[config.mk]
export PLATFORM = sky130hd
export DESIGN_NAME = cpsp_ctrl
export DESIGN_NICKNAME = d
export VERILOG_FILES = /design/src/rtl/core/cpsp_pkg.sv /design/src/rtl/core/cpsp_ctrl.sv
export SDC_FILE = /design/constraint.sdc
export NUM_CORES = 1
export LEC_CHECK = 0
export ABC_CLOCK_PERIOD_IN_PS = 1200
export BUFFER_PORTS_ARGS = -buffer_cell sky130_fd_sc_hd__buf_4
export CAP_MARGIN = 10
export CORE_AREA = 5 5 42 44
export CTS_BUF_LIST = sky130_fd_sc_hd__clkbuf_4 sky130_fd_sc_hd__clkbuf_8
export CTS_CLUSTER_DIAMETER = 50
export DETAILED_ROUTE_END_ITERATION = 7
export DIE_AREA = 0 0 47 49
export SYNTH_ARGS = -nofsm -noshare
export SYNTH_HDL_FRONTEND = slang
export SYNTH_SLANG_ARGS = --single-unit
[constraint.sdc]
create_clock -name clk_i -period 1.2 [get_ports clk_i]
set_input_delay 0.24 -clock clk_i [delete_from_list [all_inputs] [get_ports clk_i]]
set_output_delay 0.24 -clock clk_i [all_outputs]
set_load 0.02 [all_outputs]
[src/rtl/core/cpsp_pkg.sv]
package cpsp_pkg;

  localparam int FracBitsDef   = 16;
  localparam int CountWidthDef = 16;
  localparam int GainFrac      = 16;
  localparam int DriveFieldMax = 8191;

  localparam logic [2:0] RegEnable     = 3'd0;
  localparam logic [2:0] RegPosGain    = 3'd1;
  localparam logic [2:0] RegIntGain    = 3'd2;
  localparam logic [2:0] RegSpdNow     = 3'd3;
  localparam logic [2:0] RegSpdPrev    = 3'd4;
  localparam logic [2:0] RegDriveLimit = 3'd5;
  localparam logic [2:0] RegWindow     = 3'd6;
  localparam logic [2:0] RegSettle     = 3'd7;

  typedef enum logic [3:0] {
    ST_IDLE,
    ST_POS,
    ST_PGAIN1,
    ST_PGAIN2,
    ST_INTEG,
    ST_SPEED,
    ST_DRIVE2,
    ST_DRIVE1,
    ST_OUT
  } cpsp_state_e;

  typedef struct packed {
    logic load;
    logic clear;
    logic zero_out;
    logic step_pos;
    logic step_pgain1;
    logic step_pgain2;
    logic step_integ;
    logic step_speed;
    logic step_drive2;
    logic step_drive1;
    logic present;
  } cpsp_cmd_t;

  typedef struct packed {
    logic clear_req;
    logic enabled;
  } cpsp_status_t;

  typedef struct packed {
    logic        enable;
    logic [23:0] pos_gain;
    logic [23:0] int_gain;
    logic [15:0] spd_now;
    logic [15:0] spd_prev;
    logic [15:0] drive_limit;
    logic [15:0] window;
    logic [7:0]  settle_ticks;
  } cpsp_cfg_t;

  function automatic logic signed [31:0] sat32(input logic signed [71:0] v);
    logic signed [71:0] hi;
    logic signed [71:0] lo;
    hi = 72'sd2147483647;
    lo = -72'sd2147483648;
    if (v > hi) return 32'sh7fffffff;
    if (v < lo) return 32'sh80000000;
    return v[31:0];
  endfunction

endpackage

[src/rtl/core/cpsp_ctrl.sv]
module cpsp_ctrl
  import cpsp_pkg::*;
(
  input  logic         clk_i,
  input  logic         rst_ni,
  input  logic         in_fire_i,
  input  logic         out_busy_i,
  input  cpsp_status_t status_i,
  output logic         idle_o,
  output cpsp_cmd_t    cmd_o
);

  cpsp_state_e state_q, state_d;

  always_ff @(posedge clk_i or negedge rst_ni) begin
    if (!rst_ni) begin
      state_q <= ST_IDLE;
    end else begin
      state_q <= state_d;
    end
  end

  always_comb begin
    state_d = state_q;
    cmd_o   = '0;
    idle_o  = 1'b0;
    case (state_q)
      ST_IDLE: begin
        idle_o = 1'b1;
        if (in_fire_i) begin
          cmd_o.load = 1'b1;
          state_d    = ST_POS;
        end
      end
      ST_POS: begin
        if (status_i.clear_req) begin
          cmd_o.clear    = 1'b1;
          cmd_o.zero_out = 1'b1;
          state_d        = ST_OUT;
        end else if (!status_i.enabled) begin
          cmd_o.zero_out = 1'b1;
          state_d        = ST_OUT;
        end else begin
          cmd_o.step_pos = 1'b1;
          state_d        = ST_PGAIN1;
        end
      end
      ST_PGAIN1: begin
        cmd_o.step_pgain1 = 1'b1;
        state_d           = ST_PGAIN2;
      end
      ST_PGAIN2: begin
        cmd_o.step_pgain2 = 1'b1;
        state_d           = ST_INTEG;
      end
      ST_INTEG: begin
        cmd_o.step_integ = 1'b1;
        state_d          = ST_SPEED;
      end
      ST_SPEED: begin
        cmd_o.step_speed = 1'b1;
        state_d          = ST_DRIVE2;
      end
      ST_DRIVE2: begin
        cmd_o.step_drive2 = 1'b1;
        state_d           = ST_DRIVE1;
      end
      ST_DRIVE1: begin
        cmd_o.step_drive1 = 1'b1;
        state_d           = ST_OUT;
      end
      ST_OUT: begin
        if (!out_busy_i) begin
          cmd_o.present = 1'b1;
          state_d       = ST_IDLE;
        end
      end
      default: state_d = ST_IDLE;
    endcase
  end

endmodule

==> results.md <==
- Ys async rst share: 100.0%
- Core area: about 0.0014 mm²
- Drt total wl: 1.010 mm
- Rows: 14
- Final setup vio count: 12
- Cell internal pwr: 1.119 mW
- CTS sink count: 4
- Initial DRC count: 1
- Top post-synthesis cells by area: dfrtp_1 34%, nand2b_1 8.6%, nor3_1 8.6%
- Top cells by count, synth: 6 x nor2_1, 5 x nor3_1, 4 x dfrtp_1, 4 x nand2b_1
- CTS clk-pin slew, worst paths: 0.04 ns
- Antenna violations before repair: 0
- Leakage: 0.3386 nW
- Clk pwr share: 8.4%
- CTS buffer count: 3
- Worst EP required: 0.96 ns
- Max Clock Freq: 0.6585 GHz
- Ports: 18
- Layout net count: 80
- Net Switching: 0.8609 mW
- Final Critical Period: 1.519 ns
- Core Util, Final: roughly half
- Via count: between 300 and 400
- Sequential power share: 18.3%
- Total power: 1.980 mW
- DPL Wire Length: slightly above 700 µm
- CP max stage delay: 0.44 ns
- Outcome: finished with violations
- Synth Register Bits: 4
- Crit end category: primary output
- Placer Congestion: 0.7949
- WP data arrival: 1.28 ns
- CP delay by family, top: simple AND/OR/NAND/NOR gates
- Max VDD drop: 1610 µV
- Global Route Usage Sum: 9.668%
- Fin crit share: 126.5%
- Setup TNS: -2.893 ns
- Mapped cell area: 290.3 µm²
- Drt pass-1 iters: 2
- Syn nets: 44
- Number of max-cap violations: 0
- IO buf count: 17
- Largest net degree at the start of global routing: 8
- Die Y: around 49 µm
- Hold Vio Cnt, Final: 0
- Synth Warn #: 0
- Critical Path Start Type: flop
- Max clock buf depth: 2
- Global-route wire length before repair: 1.642 mm
- Slowest cell on crit path: dfrtp_2
- Cell Pwr Density: 2816 mW/mm²
- Part of the power in combinational logic: 73.4%
- Synth Flop Type: dfrtp_1
- Crit path max fanout: 4
- H-Tree Depth: 1
- EDFF count, synth: 0
- Synth top area share: 34.48%
- Worst hold slack: 0.2966 ns
- Remaining DRCs: 0
- Die area: 0.002303 mm²
- Vias per std cell: 4.386
- Max reg flops: 4
- Crit path kind: flop to primary output
- CP Cell Sequence: nor4_4 > and2_4 > buf_6
- Syn_area_per_cell: about 7.6 µm²
- Slew Limit Headroom: 83.89%
- Hold Path Class: input pin to flop
- Ant. Diodes: 0
- Largest regs: state_q (4)
- Layout cells sized above 1: 77.78%
- Worst setup margin: -0.3186 ns
- Tightest Pin Transition: 0.2398 ns
- CP Buf/Inv Count: 1
- Syn Inst Count: 38
- Setup Skew: 0.004018 ns
- Top reg by flops: state_q
- Failing checks: negative setup slack
- Initial Utilization: 20.71%
- Worst skew pair latency: 0.23 ns
- Switching Share: 43.48%
- WL per Instance: around 11 µm
- Area leader, netlist: dfrtp_1
- Fin area: 703.2 µm²
- Yosys cell types: 17
- Die Wd: between 40 and 50 µm
- Root buffer cell: clkbuf_4
- CTS tree: done
- Sequential share of the synthesized area: approximately a third
- Detail Route Antenna Nets: 0
- RSZ-0062 raised after global routing: yes
- DP Area: 543.0 µm²
- Most frequent cell after synthesis: nor2_1
- Vias in the first global route: between 300 and 400
- GRT overflow: 0
- Fin. max-slew vios: 0
- Area growth syn-to-layout: 142.2%
==> logic make-up after synthesis <==
logic type,count (synthesis),share of synthesized area (%)
compound gates,4,8.189
xor+xnor,1,3.018
flops,4,34.48
simple gates,26,49.14
buf+inv,3,5.171
==> power by group through the flow <==
stage               clock, mW  combinational [mW]  sequential (mW)
floorplan                   0               0.700            0.253
global placement            0                1.08            0.341
detailed placement          0                1.08            0.345
CTS                     0.172                1.31            0.353
global route            0.188                1.57            0.378
finish                  0.166                1.45            0.361
==> worst min-delay path: stages <==
cell and delay [ns]:
buf_4 0.08, nor3_1 0.03, nor3_1 0.11
==> through the flow <==
step,worst slack [ns],cells
global route,-0.3776,88
detailed placement,-0.09932,80
finish,-0.3186,88
CTS,-0.3241,87
global placement,-0.09008,80
floorplan,-0.2114,38
==> final cells by class <==
| class | instances | area [µm²] |
|---|---|---|
| clock buffers | 3 | 22.52 |
| fillers | 154 | 698.2 |
| multi-input cells | 31 | 267.8 |
| flip-flops and latches | 4 | 105.1 |
| well taps | 16 | 20.02 |
| repair buffers | 34 | 287.8 |
==> routing by layer <==
metal  part of all wire [%]  up-vias  track usage [%]
li1                       -      196                -
met1                     40      175            13.27
met2                     48       15            12.67
met3                     11        0            4.428
met4                      0        0            4.147
met5                      0        -                0
==> path summary, 6_finish.rpt <==
check / from / end / slack [ns] / cells after the start
worst max-delay path: state_q[1] / cmd_o[10] / -0.32 / 3
worst min-delay path: in_fire_i / state_q[0] / 0.30 / 3
worst max register to register: state_q[0] / state_q[3] / 0.05 / 5
worst min register to register: state_q[3] / state_q[1] / 0.61 / 2
max in group asynchronous: rst_ni / state_q[0] / 0.75 / 2
min in group asynchronous: rst_ni / state_q[2] / 0.34 / 2
==> timing repair <==
item / in CTS / in global routing
hold buffers: 1 / 0
setup buffers: 3 / 1
hold endpoints to repair: 4 / 0
endpoints found under the setup margin: 12 / 14
pin swaps: 3 / 1
resized for setup: 16 / 9
==> layout by cell type, fill, tap and decap left out <==
cell and count:
buf_4 25, buf_6 8, dfrtp_2 4, clkbuf_4 3, nor2_2 2, nor2b_2 2, nor3_2 2, nor2_4 2
nor4_4 2, nand2_1 2, nand2b_1 2, nor3_1 2, nor2_1 2, nand2b_4 1, nand2b_2 1, nor2b_1 1
and3_1 1, nand2_4 1, nor3_4 1, and3_4 1, and2_4 1, xor2_1 1, o21ai_1 1, a21oi_1 1
o22ai_1 1, a21o_1 1, dlygate4sd3_1 1
Power figures use the tool's default switching activity.
