==> src/rtl/core/cpsp_pkg.sv <==
package cpsp_pkg;

  localparam int FracBitsDef   = 16;
  localparam int CountWidthDef = 16;
  localparam int GainFrac      = 16;
  localparam int DriveFieldMax = 8191;

  localparam logic [2:0] RegEnable     = 3'd0;
  localparam logic [2:0] RegPosGain    = 3'd1;
  localparam logic [2:0] RegIntGain    = 3'd2;
  localparam logic [2:0] RegSpdNow     = 3'd3;
  localparam logic [2:0] RegSpdPrev    = 3'd4;
  localparam logic [2:0] RegDriveLimit = 3'd5;
  localparam logic [2:0] RegWindow     = 3'd6;
  localparam logic [2:0] RegSettle     = 3'd7;

  typedef enum logic [3:0] {
    ST_IDLE,
    ST_POS,
    ST_PGAIN1,
    ST_PGAIN2,
    ST_INTEG,
    ST_SPEED,
    ST_DRIVE2,
    ST_DRIVE1,
    ST_OUT
  } cpsp_state_e;

  typedef struct packed {
    logic load;
    logic clear;
    logic zero_out;
    logic step_pos;
    logic step_pgain1;
    logic step_pgain2;
    logic step_integ;
    logic step_speed;
    logic step_drive2;
    logic step_drive1;
    logic present;
  } cpsp_cmd_t;

  typedef struct packed {
    logic clear_req;
    logic enabled;
  } cpsp_status_t;

  typedef struct packed {
    logic        enable;
    logic [23:0] pos_gain;
    logic [23:0] int_gain;
    logic [15:0] spd_now;
    logic [15:0] spd_prev;
    logic [15:0] drive_limit;
    logic [15:0] window;
    logic [7:0]  settle_ticks;
  } cpsp_cfg_t;

  function automatic logic signed [31:0] sat32(input logic signed [71:0] v);
    logic signed [71:0] hi;
    logic signed [71:0] lo;
    hi = 72'sd2147483647;
    lo = -72'sd2147483648;
    if (v > hi) return 32'sh7fffffff;
    if (v < lo) return 32'sh80000000;
    return v[31:0];
  endfunction

endpackage

==> src/rtl/core/cpsp_regs.sv <==
module cpsp_regs
  import cpsp_pkg::*;
(
  input  logic        clk_i,
  input  logic        rst_ni,
  input  logic        psel_i,
  input  logic        penable_i,
  input  logic        pwrite_i,
  input  logic [4:0]  paddr_i,
  input  logic [31:0] pwdata_i,
  output logic [31:0] prdata_o,
  output cpsp_cfg_t   cfg_o
);

  cpsp_cfg_t  cfg_q;
  logic [2:0] idx;

  assign idx   = paddr_i[4:2];
  assign cfg_o = cfg_q;

  always_ff @(posedge clk_i or negedge rst_ni) begin
    if (!rst_ni) begin
      cfg_q.enable       <= 1'b0;
      cfg_q.pos_gain     <= 24'd65536;
      cfg_q.int_gain     <= 24'd0;
      cfg_q.spd_now      <= 16'd1245;
      cfg_q.spd_prev     <= 16'd996;
      cfg_q.drive_limit  <= 16'd6000;
      cfg_q.window       <= 16'd6554;
      cfg_q.settle_ticks <= 8'd10;
    end else if (psel_i && penable_i && pwrite_i && (paddr_i[1:0] == 2'b00)) begin
      case (idx)
        RegEnable:     cfg_q.enable       <= pwdata_i[0];
        RegPosGain:    cfg_q.pos_gain     <= pwdata_i[23:0];
        RegIntGain:    cfg_q.int_gain     <= pwdata_i[23:0];
        RegSpdNow:     cfg_q.spd_now      <= pwdata_i[15:0];
        RegSpdPrev:    cfg_q.spd_prev     <= pwdata_i[15:0];
        RegDriveLimit: cfg_q.drive_limit  <= pwdata_i[15:0];
        RegWindow:     cfg_q.window       <= pwdata_i[15:0];
        RegSettle:     cfg_q.settle_ticks <= pwdata_i[7:0];
        default: ;
      endcase
    end
  end

  always_comb begin
    case (idx)
      RegEnable:     prdata_o = {31'd0, cfg_q.enable};
      RegPosGain:    prdata_o = {8'd0, cfg_q.pos_gain};
      RegIntGain:    prdata_o = {8'd0, cfg_q.int_gain};
      RegSpdNow:     prdata_o = {16'd0, cfg_q.spd_now};
      RegSpdPrev:    prdata_o = {16'd0, cfg_q.spd_prev};
      RegDriveLimit: prdata_o = {16'd0, cfg_q.drive_limit};
      RegWindow:     prdata_o = {16'd0, cfg_q.window};
      RegSettle:     prdata_o = {24'd0, cfg_q.settle_ticks};
      default:       prdata_o = '0;
    endcase
  end

endmodule

==> config.mk <==
export PLATFORM = sky130hd
export DESIGN_NAME = cpsp_regs
export DESIGN_NICKNAME = d
export VERILOG_FILES = /design/src/rtl/core/cpsp_pkg.sv /design/src/rtl/core/cpsp_regs.sv
export SDC_FILE = /design/constraint.sdc
export NUM_CORES = 1
export LEC_CHECK = 0
export BUFFER_PORTS_ARGS = -buffer_cell sky130_fd_sc_hd__buf_2
export CAP_MARGIN = 10
export CORE_MARGIN = 5
export CORE_UTILIZATION = 50
export CTS_CLUSTER_DIAMETER = 40
export DETAILED_ROUTE_END_ITERATION = 12
export GPL_TIMING_DRIVEN = 0
export PLACE_DENSITY = 0.79
export SYNTH_ARGS = -nofsm -noshare
export SYNTH_HDL_FRONTEND = slang
export SYNTH_SLANG_ARGS = --single-unit
==> constraint.sdc <==
create_clock -name clk_i -period 1.8 [get_ports clk_i]
set_input_delay 0.09 -clock clk_i [delete_from_list [all_inputs] [get_ports clk_i]]
set_output_delay 0.09 -clock clk_i [all_outputs]
set_load 0.03 [all_outputs]
==> key figures, run 1 <==
Route
  • First-pass iteration count of the detailed router: 5
  • Via-to-Cell Ratio: 5.62
  • DR DRC count: 0
  • Post-Route WL: between 15000 and 20000 µm
  • Routed length per instance: 22.3 µm
  • Initial DRC count: 231
  • Via count: 4282
  • ANT nets after route: 0

Final layout
  • Post-layout nets: about 650
  • N_diodes: 0
  • Max reg flops: about 120
  • Share of layout cells above drive strength 1: about two thirds
  • Synth-to-layout area growth: 33.8%

STA
  • Fin worst setup slack: 66.3 ps
  • Clock skew: 0 ps
  • Least-Margin Pin Slew: 911 ps
  • RSZ-0062 raised after global routing: false
  • Max Clk Rate: 577 MHz
  • Max-slew violations: 0
  • Max-slew headroom: approximately two fifths
  • Tcrit/Tclk final: a little over nine tenths
  • Worst hold slack: 15.7 ps
  • Final hold vios: 0
  • Final setup vio count: 0
  • Fin crit period: approximately 1700 ps

Worst setup path
  • Worst Path Required: roughly 1700 ps
  • Crit Path Category: flop to primary output
  • Worst R2R Setup Slack: between 900 and 1000 ps
  • Slowest CP cell: dfrtp_1
  • Worst-path cell chain: mux2_2, a22oi_1, o221ai_1, buf_4
  • Delay of the slowest critical-path stage: 410 ps
  • Crit path launch type: flop
  • Worst-path fanout max: 3
  • R2R Path Start: cfg_o[14]
  • Critical Path Start: cfg_o[6]
  • Crit path capture: prdata_o[6]
  • Worst Path Arrival: between 1500 and 2000 ps
  • Crit end category: primary output
  • Reg2Reg Depth: 1
  • Worst R2R End: cfg_o[14]

Clocking
  • Worst skew pair latency: 400 ps
  • CTS Buffer Depth: 2
  • CTS tree: built
  • H-tree depth: 4
  • Clock slew at reported path FFs: 50 ps
  • CTS buffer count: 17
  • Sink Count: approximately 120
  • CTS root buf: clkbuf_16

Power
  • Power Dens Cells: about 1100 nW/µm²
  • Worst vdd ir: around 760 µV
  • Static Leak: 3.96 nW

GRT
  • GRT Total Usage: about a quarter
  • Initial antenna violation count: 0
  • Vias in the first global route: 4626
  • Largest net degree at the start of global routing: 92
  • Grt total ovfl: 0
  • First-pass GRT wire length: between 20000 and 30000 µm

Synth
  • Post-synthesis cell count: 391
  • Cell area after synthesis: 5670 µm²
  • Synth area leader: dfrtp_1
  • Top cell type's share of synthesized area: 40.2%
  • Synth async-reset ratio: 100%
  • Yosys warns: 0
  • FF+latch count, synth: 121
  • Most numerous cell in the Yosys netlist: mux2_2
  • Sequential share of the synthesized area: 54.1%
  • Top cells by instance count after synthesis: mux2_2, dfrtp_1, dfstp_2, a221oi_1, buf_4
  • EDFF count, synth: 0
  • Mean Syn Cell Area: 14.5 µm²
  • Ranking of synthesized cells by area: dfrtp_1, mux2_2, dfstp_2
  • Top FF cell, synth: dfrtp_1
  • Distinct cells, synth: 34

Floorplan
  • DIE WIDTH: 116 µm
  • Core area: 11000 µm²
  • Die area: 13600 µm²
  • Cell row count: 38
  • Die H: around 120 µm
  • Starting Density: 51.6%
  • I/O pin count: between 150 and 200

Place
  • Detail Placement HPWL: around 12000 µm
  • IO buf count: 175
  • Final Wtd Congestion: between 0.8 and 0.9
  • Pre-CTS setup slack: -440 ps

Flow run
  • Max Cap Viol: 0

Status
  • Status: complete, no violations

Worst hold path
  • Worst Hold Class: input pin to flop
timing repair:
item                                    4_1_cts  5_1_grt
pin swaps                                     0        1
endpoints found under the hold margin       129        0
buffers inserted                              0        2
gates resized for setup                       9       12
hold buffers                                 14        0
endpoints found under the setup margin       16       12
cells by family after synthesis:
kind of cell | count (synthesis) | share of synthesized area, %
flip-flops | 121 | 54.1
AND/OR/NAND/NOR | 33 | 5.10
multiplexers | 145 | 29.2
other | 1 | 0.0661
AO/OA/AOI/OAI | 55 | 7.64
buffers and inverters | 36 | 3.95
critical path, delay by kind of cell, from the launching register on:
family	cells	cell delay (ps)
AOI/OAI and AO/OA	2	330
buffers and inverters	1	200
DFF	1	410
muxes	1	290
metrics by stage:
stage	cell area [µm²]	utilization (%)	total power [W]	cells	setup TNS (ps)
after floorplan	5700	-	0.00413	398	0
after global placement	6750	61.4	0.00461	713	-86050
after detailed placement	6780	61.7	0.00467	714	-17660
after CTS	7540	68.7	0.00812	760	0
after global routing	7580	69.1	0.00840	762	0
final	7580	69.1	0.00809	762	0
placed cells by master, fill, tap and decap left out, types with 3 or more instances in the layout:
cell           count
dfstp_2           30
a22oi_1           15
mux2_2           141
nand2_1           11
a22o_1             8
conb_1             8
dlygate4sd3_1     14
a221oi_1          15
nor2b_1            4
bufinv_16          3
clkbuf_1           4
buf_6              4
a221oi_2           3
nor3b_4            4
clkinv_2           4
clkbuf_2           5
dfrtp_1           91
clkbuf_8           3
buf_2            179
buf_4             22
o221ai_1           5
nor4b_4            3
clkbuf_16         17
o21ai_1            6
worst min path at each step:
stage	start	end	slack, ps	cells after the start
finish	pwdata_i[1]	cfg_o[97]	20	2
global route	pwdata_i[1]	cfg_o[41]	20	2
CTS	pwdata_i[1]	cfg_o[97]	1	2
detailed placement	rst_ni	cfg_o[18]	-20	1
global placement	pwdata_i[18]	cfg_o[90]	330	2
floorplan	rst_ni	cfg_o[0]	-210	0
power breakdown:
part           leakage [nW]  switching (W)  total [W]  internal (W)
clock network         0.294        0.00115    0.00342       0.00228
registers              1.55       0.000185    0.00318       0.00299
logic                  2.12       0.000970    0.00149      0.000521
total                  3.96        0.00230    0.00809       0.00579
layout make-up:
| type | count | area (µm²) |
|---|---|---|
| plain buffers | 33 | 231 |
| clock buffers | 24 | 482 |
| clock inverters | 8 | 118 |
| fillers | 780 | 3400 |
| inverters | 3 | 11.3 |
| multi-input cells | 241 | 2430 |
| flip-flops and latches | 121 | 3070 |
| well taps | 140 | 175 |
| repair buffers | 192 | 1070 |
metal layers:
metal	wire (µm)	track usage [%]
met5	0	0
met4	444	9.13
met3	1420	6.94
met2	8250	42.6
met1	6890	32.9
Note: power is estimated with default switching activity, not from simulation.
==> inputs of run 2 (changes only) <==
--- a/config.mk
+++ b/config.mk
@@ -7,8 +7,10 @@
 export LEC_CHECK = 0
 export BUFFER_PORTS_ARGS = -buffer_cell sky130_fd_sc_hd__buf_2
 export CAP_MARGIN = 10
+export CELL_PAD_IN_SITES_DETAIL_PLACEMENT = 0
+export CELL_PAD_IN_SITES_GLOBAL_PLACEMENT = 2
 export CORE_MARGIN = 5
-export CORE_UTILIZATION = 50
+export CORE_UTILIZATION = 33
 export CTS_CLUSTER_DIAMETER = 40
 export DETAILED_ROUTE_END_ITERATION = 12
 export GPL_TIMING_DRIVEN = 0
==> constraint.sdc (replaced) <==
create_clock -name clk_i -period 1.6 [get_ports clk_i]
set_input_delay 0.08 -clock clk_i [delete_from_list [all_inputs] [get_ports clk_i]]
set_output_delay 0.08 -clock clk_i [all_outputs]
set_load 0.03 [all_outputs]
==> run 2 against run 1 <==
The run now ends with setup timing left. Clock-buffer cell count is 1 lower. Hold slack better by 4.7 ps. Core utilization is 21 points lower. Register-to-register slack worse by 290 ps. Die area is 47% higher. Setup slack worse by 130 ps. Clock power is 5% higher. Clock skew stayed put. Critical path depth stayed put. Sequential power is 12% higher. Combinational power is 26% higher. Total power is 12% higher. Largest power group unchanged.
==> key figures, run 2 (synthesized netlist as in run 1, its figures left out) <==
Final layout
  • Share of layout cells above drive strength 1: 72.7% (+4.1 points)
  • Design Area, Final: 8240 µm² (+8.6%)
  • N_diodes: 0 (unchanged)
  • Commonest non-fill, non-tap cell in the layout: buf_2
  • Most frequent cells in the layout: buf_2, mux2_2, dfrtp_1
  • Final cell count without fillers: 888 (+17%)
  • Post-layout nets: 692 (+6.3%)
  • Synth-to-layout area growth: 45.3%
  • Max reg flops: 121 (unchanged)

Power
  • Clock power share: 39.7% (-2.6 points)
  • Static Leak: 4.25 nW (+7.3%)
  • Cell Int Power: 0.00632 W (+9.1%)
  • Logic gate share of total power: 20.8% (+2.4 points)
  • Sw frac: 30.0% (+1.5 points)
  • Power Dens Cells: 1100 nW/µm² (+2.7%)
  • Psw: 0.00270 W (+18%)
  • Tot Pwr: 0.00902 W (+12%)
  • Part of the power in registers: 39.5% (+0.2 points)
  • Worst vdd ir: 677 µV (-11%)

Worst setup path
  • Reg2Reg Depth: 2 (+1)
  • Worst-path cell chain: mux2_2, a221oi_1, o21ai_1, buf_4
  • Worst path depth: 4 (unchanged)
  • Crit path capture: prdata_o[7]
  • Slowest CP cell: dfrtp_1
  • Crit Path Category: flop to primary output
  • Worst R2R End: cfg_o[0]
  • Delay-heaviest family, CP: flip-flops
  • Critical Path Start: cfg_o[7]
  • R2R Path Start: cfg_o[0]
  • Worst Path Arrival: 1580 ps (-60 ps)
  • Worst R2R Setup Slack: 700 ps (-290 ps)
  • Crit end category: primary output
  • Worst-path fanout max: 3 (unchanged)
  • Delay of the slowest critical-path stage: 390 ps (-20 ps)
  • Worst Path Buf+Inv: 1 (unchanged)
  • Crit path launch type: flop
  • Worst Path Required: 1520 ps (-190 ps)

GRT
  • Largest net degree at the start of global routing: 63 (-32%)
  • Vias in the first global route: 4837 (+4.6%)
  • First-pass GRT wire length: 28700 µm (+9.4%)
  • Initial antenna violation count: 1 (+1)
  • Grt total ovfl: 0 (unchanged)
  • GRT Total Usage: 19.2% (-6.6 points)

Clocking
  • Sink Count: 121 (unchanged)
  • CTS tree: built
  • CTS buffer count: 17 (unchanged)
  • H-tree depth: 4 (unchanged)
  • CTS root buf: clkbuf_16
  • CTS Buffer Depth: 2 (unchanged)
  • Clock slew at reported path FFs: 50 ps (about the same)
  • Worst skew pair latency: 410 ps (about the same)

STA
  • Least-Margin Pin Slew: 930 ps (+19.5 ps)
  • Max Clk Rate: roughly 600 MHz
  • Final setup vio count: 10 (+10)
  • Max-slew headroom: 37.6% (-1.3 points)
  • Final hold vios: 0 (unchanged)
  • Max-slew violations: 0 (unchanged)
  • Setup TNS: -375 ps (-375 ps)
  • Fin worst setup slack: -58.8 ps (-125 ps)
  • Clock skew: 0 ps (unchanged)
  • Fin crit period: 1660 ps
  • RSZ-0062 raised after global routing: true
  • Tcrit/Tclk final: 104%

Floorplan
  • Die area: 19900 µm² (+47%)
  • DIE WIDTH: 141 µm (+21%)
  • Core area: 17100 µm² (+55%)
  • Cell row count: 48 (+26%)
  • Starting Density: 33.2% (-18 points)
  • Die H: 141 µm (+21%)
  • I/O pin count: 195 (unchanged)

Route
  • Routed length per instance: 21.4 µm (-4.1%)
  • Initial DRC count: 171 (-26%)
  • DR DRC count: 0 (unchanged)
  • Via count: 4435 (+3.6%)
  • ANT nets after route: 0 (unchanged)
  • Post-Route WL: 19000 µm (+12%)
  • Via-to-Cell Ratio: 4.99 (-11%)
  • First-pass iteration count of the detailed router: 4 (-1)

Worst hold path
  • Hold path startpoint: pwdata_i[0]
  • Worst Hold Class: input pin to flop

Status
  • Violated checks: setup timing
  • Status: finished with violations

Place
  • IO buf count: 175 (unchanged)
  • Final Wtd Congestion: 0.812 (-0.45%)
  • Detail Placement HPWL: 13000 µm (+11%)
  • Placed Cells: 799 (+12%)
  • Placement Cell Area: 6900 µm² (+1.7%)

Flow run
  • Max Cap Viol: 0 (unchanged)
==> run 2: cell count changes in the layout (fill, tap and decap cells not counted), sizes merged <==
| cell | before | now |
|---|---|---|
| clkbuf | 29 | 27 |
| buf | 206 | 239 |
| clkinv | 4 | 6 |
| dlygate4sd3 | 14 | 23 |
| bufinv | 3 | 1 |
| clkinvlp | 1 | 2 |
==> run 2: layer usage <==
| layer | GRT usage (%) | vias to the layer above | part of all wire (%) |
|---|---|---|---|
| met1 | 23.9 | 2241 | 42 |
| met2 | 31.4 | 174 | 49 |
| met4 | 6.53 | 2 | 2.2 |
| met3 | 6.55 | 29 | 7.1 |
| li1 | - | 1989 | - |
| met5 | 0 | - | 0.095 |
==> run 2: area by class of cell <==
class                           instances  area, µm²
Buffer                                 33        267
Clock buffer                           23        478
Clock inverter                          9       75.1
Fill cell                            1587       8820
Inverter                                3       11.3
Multi-Input combinational cell        241       2620
Sequential cell                       121       3070
Tap cell                              225        282
Timing Repair Buffer                  233       1440
==> run 2: worst reg2reg max path: cells and delay by family, from the launching register on <==
kind | cells | cell delay (ps)
flip-flops | 1 | 390
multiplexers | 1 | 250
buffers and inverters | 1 | 140
==> run 2: power groups by stage <==
| stage | Clock (W) | Combinational (W) | Sequential [W] |
|---|---|---|---|
| 2_1_floorplan | 0 | 0.000565 | 0.00409 |
| 3_3_place_gp | 0 | 0.00162 | 0.00360 |
| 3_5_place_dp | 0 | 0.00166 | 0.00361 |
| 4_1_cts | 0.00366 | 0.00187 | 0.00356 |
| 5_1_grt | 0.00383 | 0.00199 | 0.00359 |
| 6_report | 0.00358 | 0.00188 | 0.00356 |
==> run 2: worst min path at each step <==
stage / slack, ps / cells after the start / endpoint
4_1_cts: 1 / 2 / cfg_o[120]
2_1_floorplan: -220 / 0 / cfg_o[0]
3_3_place_gp: 320 / 2 / cfg_o[93]
5_1_grt: 20 / 2 / cfg_o[96]
3_5_place_dp: 110 / 1 / cfg_o[106]
6_report: 20 / 2 / cfg_o[24]
==> run 2: stage by stage <==
stage / hold slack [ps] / utilization (%) / setup WS [ps]
finish: 20.4 / 48.3 / -58.8
global route: 17.3 / 48.3 / -145
CTS: 1.38 / 47.7 / -105
detailed placement: 106 / 40.4 / -670
global placement: 324 / 40.2 / -1040
floorplan: -216 / - / 8.23
==> run 2: timing repair <==
item	in CTS	in global routing
pin swaps	13	9
resized for setup	67	18
setup buffers	28	6
hold endpoints to repair	143	0
setup endpoints to repair	84	34
hold buffers	23	0
==> inputs of run 3 (changes only) <==
==> constraint.sdc (replaced) <==
create_clock -name clk_i -period 1.53 [get_ports clk_i]
set_input_delay 0.0765 -clock clk_i [delete_from_list [all_inputs] [get_ports clk_i]]
set_output_delay 0.0765 -clock clk_i [all_outputs]
set_load 0.03 [all_outputs]
==> run 3 against run 2 <==
The flow still finishes with violations (setup timing). Register-to-register slack got worse by 60 ps. First-iteration DRC count fell by 8.8%. Critical path depth did not move. Die area did not move. Clock power rose by 15%. Global-route usage rose by 0.075 points. Routed wire length rose by 0.78%. Non-clock buffer count rose by 9. Flip-flop and latch count did not move. Largest cell class unchanged. Hold slack improved by 180 ps. Sequential share of layout area fell by 1.0 points.
==> key figures, run 3 (synthesized netlist as in run 1, its figures left out) <==
Clocking
  • H-tree depth: 4 (unchanged)
  • CTS buffer count: 17 (unchanged)
  • CTS root buf: clkbuf_16
  • CTS tree: built
  • Sink Count: 121 (unchanged)
  • Worst skew pair latency: 410 ps (about the same)
  • CTS Buffer Depth: 2 (unchanged)
  • Clock slew at reported path FFs: 50 ps (about the same)

Route
  • DR DRC count: 0 (unchanged)
  • First-pass iteration count of the detailed router: 4 (unchanged)
  • Via count: 4473 (+0.86%)
  • Routed length per instance: 21.3 µm (-0.23%)
  • Initial DRC count: 156 (-8.8%)
  • ANT nets after route: 0 (unchanged)
  • Post-Route WL: 19100 µm (+0.78%)
  • Via-to-Cell Ratio: 4.99 (-0.16%)

Final layout
  • Commonest non-fill, non-tap cell in the layout: buf_2
  • Fin util: 49.6% (+1.3 points)
  • N_diodes: 0 (unchanged)
  • Most frequent cells in the layout: buf_2, mux2_2, dfrtp_1
  • Synth-to-layout area growth: 49.3%
  • Post-layout nets: 701 (+1.3%)
  • Max reg flops: 121 (unchanged)
  • Design Area, Final: 8470 µm² (+2.8%)
  • Share of layout cells above drive strength 1: 73.5% (+0.81 points)
  • Fill cells: 1560 (-1.7%)

GRT
  • Vias in the first global route: 4841 (+0.083%)
  • GRT Total Usage: 19.3% (+0.075 points)
  • Largest net degree at the start of global routing: 64 (+1.6%)
  • First-pass GRT wire length: 29000 µm (+1.0%)
  • Initial antenna violation count: 1 (unchanged)
  • Grt total ovfl: 0 (unchanged)

Worst setup path
  • Delay of the slowest critical-path stage: 380 ps (about the same)
  • Worst-path cell chain: mux2_4, a221oi_2, o21ai_2, buf_6
  • Slowest CP cell: dfrtp_1
  • Reg2Reg Depth: 2 (unchanged)
  • Worst R2R Setup Slack: 640 ps (-60 ps)
  • Delay-heaviest family, CP: flip-flops
  • Worst-path fanout max: 3 (unchanged)
  • Worst Path Buf+Inv: 1 (unchanged)
  • Crit Path Category: flop to primary output
  • Crit path launch type: flop
  • Worst R2R End: cfg_o[6]
  • Crit end category: primary output
  • Critical Path Start: cfg_o[4]
  • R2R Path Start: cfg_o[6]
  • Worst Path Required: 1450 ps (-70 ps)
  • Worst Path Arrival: 1590 ps (about the same)

STA
  • Max-slew headroom: 60.8% (+23 points)
  • Max-slew violations: 0 (unchanged)
  • RSZ-0062 raised after global routing: true
  • Setup TNS: -1120 ps (-743 ps)
  • Tcrit/Tclk final: 109%
  • Fin crit period: 1660 ps
  • Least-Margin Pin Slew: 587 ps (-343 ps)
  • Clock skew: 0 ps (unchanged)
  • Final hold vios: 0 (unchanged)
  • Max Clk Rate: about 600 MHz
  • Fin worst setup slack: -132 ps (-73.0 ps)
  • Final setup vio count: 12 (+2)

Status
  • Status: finished with violations
  • Violated checks: setup timing

Floorplan
  • Die H: 141 µm (unchanged)
  • DIE WIDTH: 141 µm (unchanged)
  • Starting Density: 33.2% (unchanged)
  • I/O pin count: 195 (unchanged)
  • Core area: 17100 µm² (unchanged)
  • Cell row count: 48 (unchanged)
  • Die area: 19900 µm² (unchanged)

Place
  • Placement Cell Area: 6930 µm² (+0.42%)
  • Final Wtd Congestion: 0.801 (-1.4%)
  • Pre-CTS setup slack: -634 ps (+36.7 ps)
  • Detail Placement HPWL: 13100 µm (+0.95%)
  • IO buf count: 175 (unchanged)

Power
  • Power Dens Cells: 1170 nW/µm² (+6.6%)
  • Worst vdd ir: 719 µV (+6.3%)
  • Tot Pwr: 0.00989 W (+9.6%)
  • Static Leak: 4.35 nW (+2.2%)

Flow run
  • Max Cap Viol: 0 (unchanged)

Worst hold path
  • Worst Hold Class: input pin to asynchronous set/reset pin
-- run 3: cell count changes in the layout (fill, tap and decap cells not counted), moves of 2 or more --
cell	previous run	this run
buf_2	164	160
o21ai_1	6	1
a221oi_4	1	4
a221oi_1	2	0
o21ai_2	0	5
clkinv_2	6	2
clkbuf_4	3	7
nand2_1	9	11
bufinv_16	1	3
buf_6	7	15
nand2_2	2	0
dlygate4sd3_1	23	25
-- run 3: cell type report --
type                            count  area (µm²)  share of cell area [%]
Buffer                             33         268                    3.16
Clock buffer                       25         495                    5.85
Clock inverter                      7         115                    1.36
Inverter                            3        11.3                   0.133
Multi-Input combinational cell    241        2690                    31.8
Sequential cell                   121        3070                    36.2
Tap cell                          225         282                    3.33
Timing Repair Buffer              242        1540                    18.2
-- run 3: worst max path at each step --
stage / slack, ps / depth (start not counted) / end
2_1_floorplan: -30 / 6 / prdata_o[5]
3_3_place_gp: -1090 / 1 / cfg_o[75]
3_5_place_dp: -630 / 6 / cfg_o[52]
4_1_cts: -160 / 4 / prdata_o[7]
5_1_grt: -190 / 4 / prdata_o[4]
6_report: -130 / 4 / prdata_o[4]
-- run 3: metrics by stage --
stage	cells	hold WS, ps
floorplan	398	-219
global placement	798	322
detailed placement	799	82.1
CTS	884	179
global route	897	228
finish	897	196
-- run 3: per-layer routing --
layer  global-route usage, %  vias to the layer above  wire length, µm
met5                       0                        -               18
met4                    6.32                        2              284
met3                    6.68                       25             1320
met2                    31.2                      154             9310
met1                    24.3                     2284             8200
li1                        -                     2008                -
-- run 3: timing repair --
item,in CTS,in global routing
endpoints found under the setup margin,87,63
hold buffers,25,0
resized for setup,67,31
hold endpoints to repair,175,0
pin swaps,19,14
setup buffers,28,13
-- run 3: worst register-to-register path, stage by stage (launching register included) --
cell,delay [ps]
dfrtp_1,380
buf_4,150
mux2_2,250
-- run 3: report_power, final --
part	leakage, nW	switching (W)	total, W	internal (W)
combinational	2.50	0.00123	0.00202	0.000784
clock	0.293	0.00140	0.00413	0.00273
sequential	1.55	0.000218	0.00374	0.00352
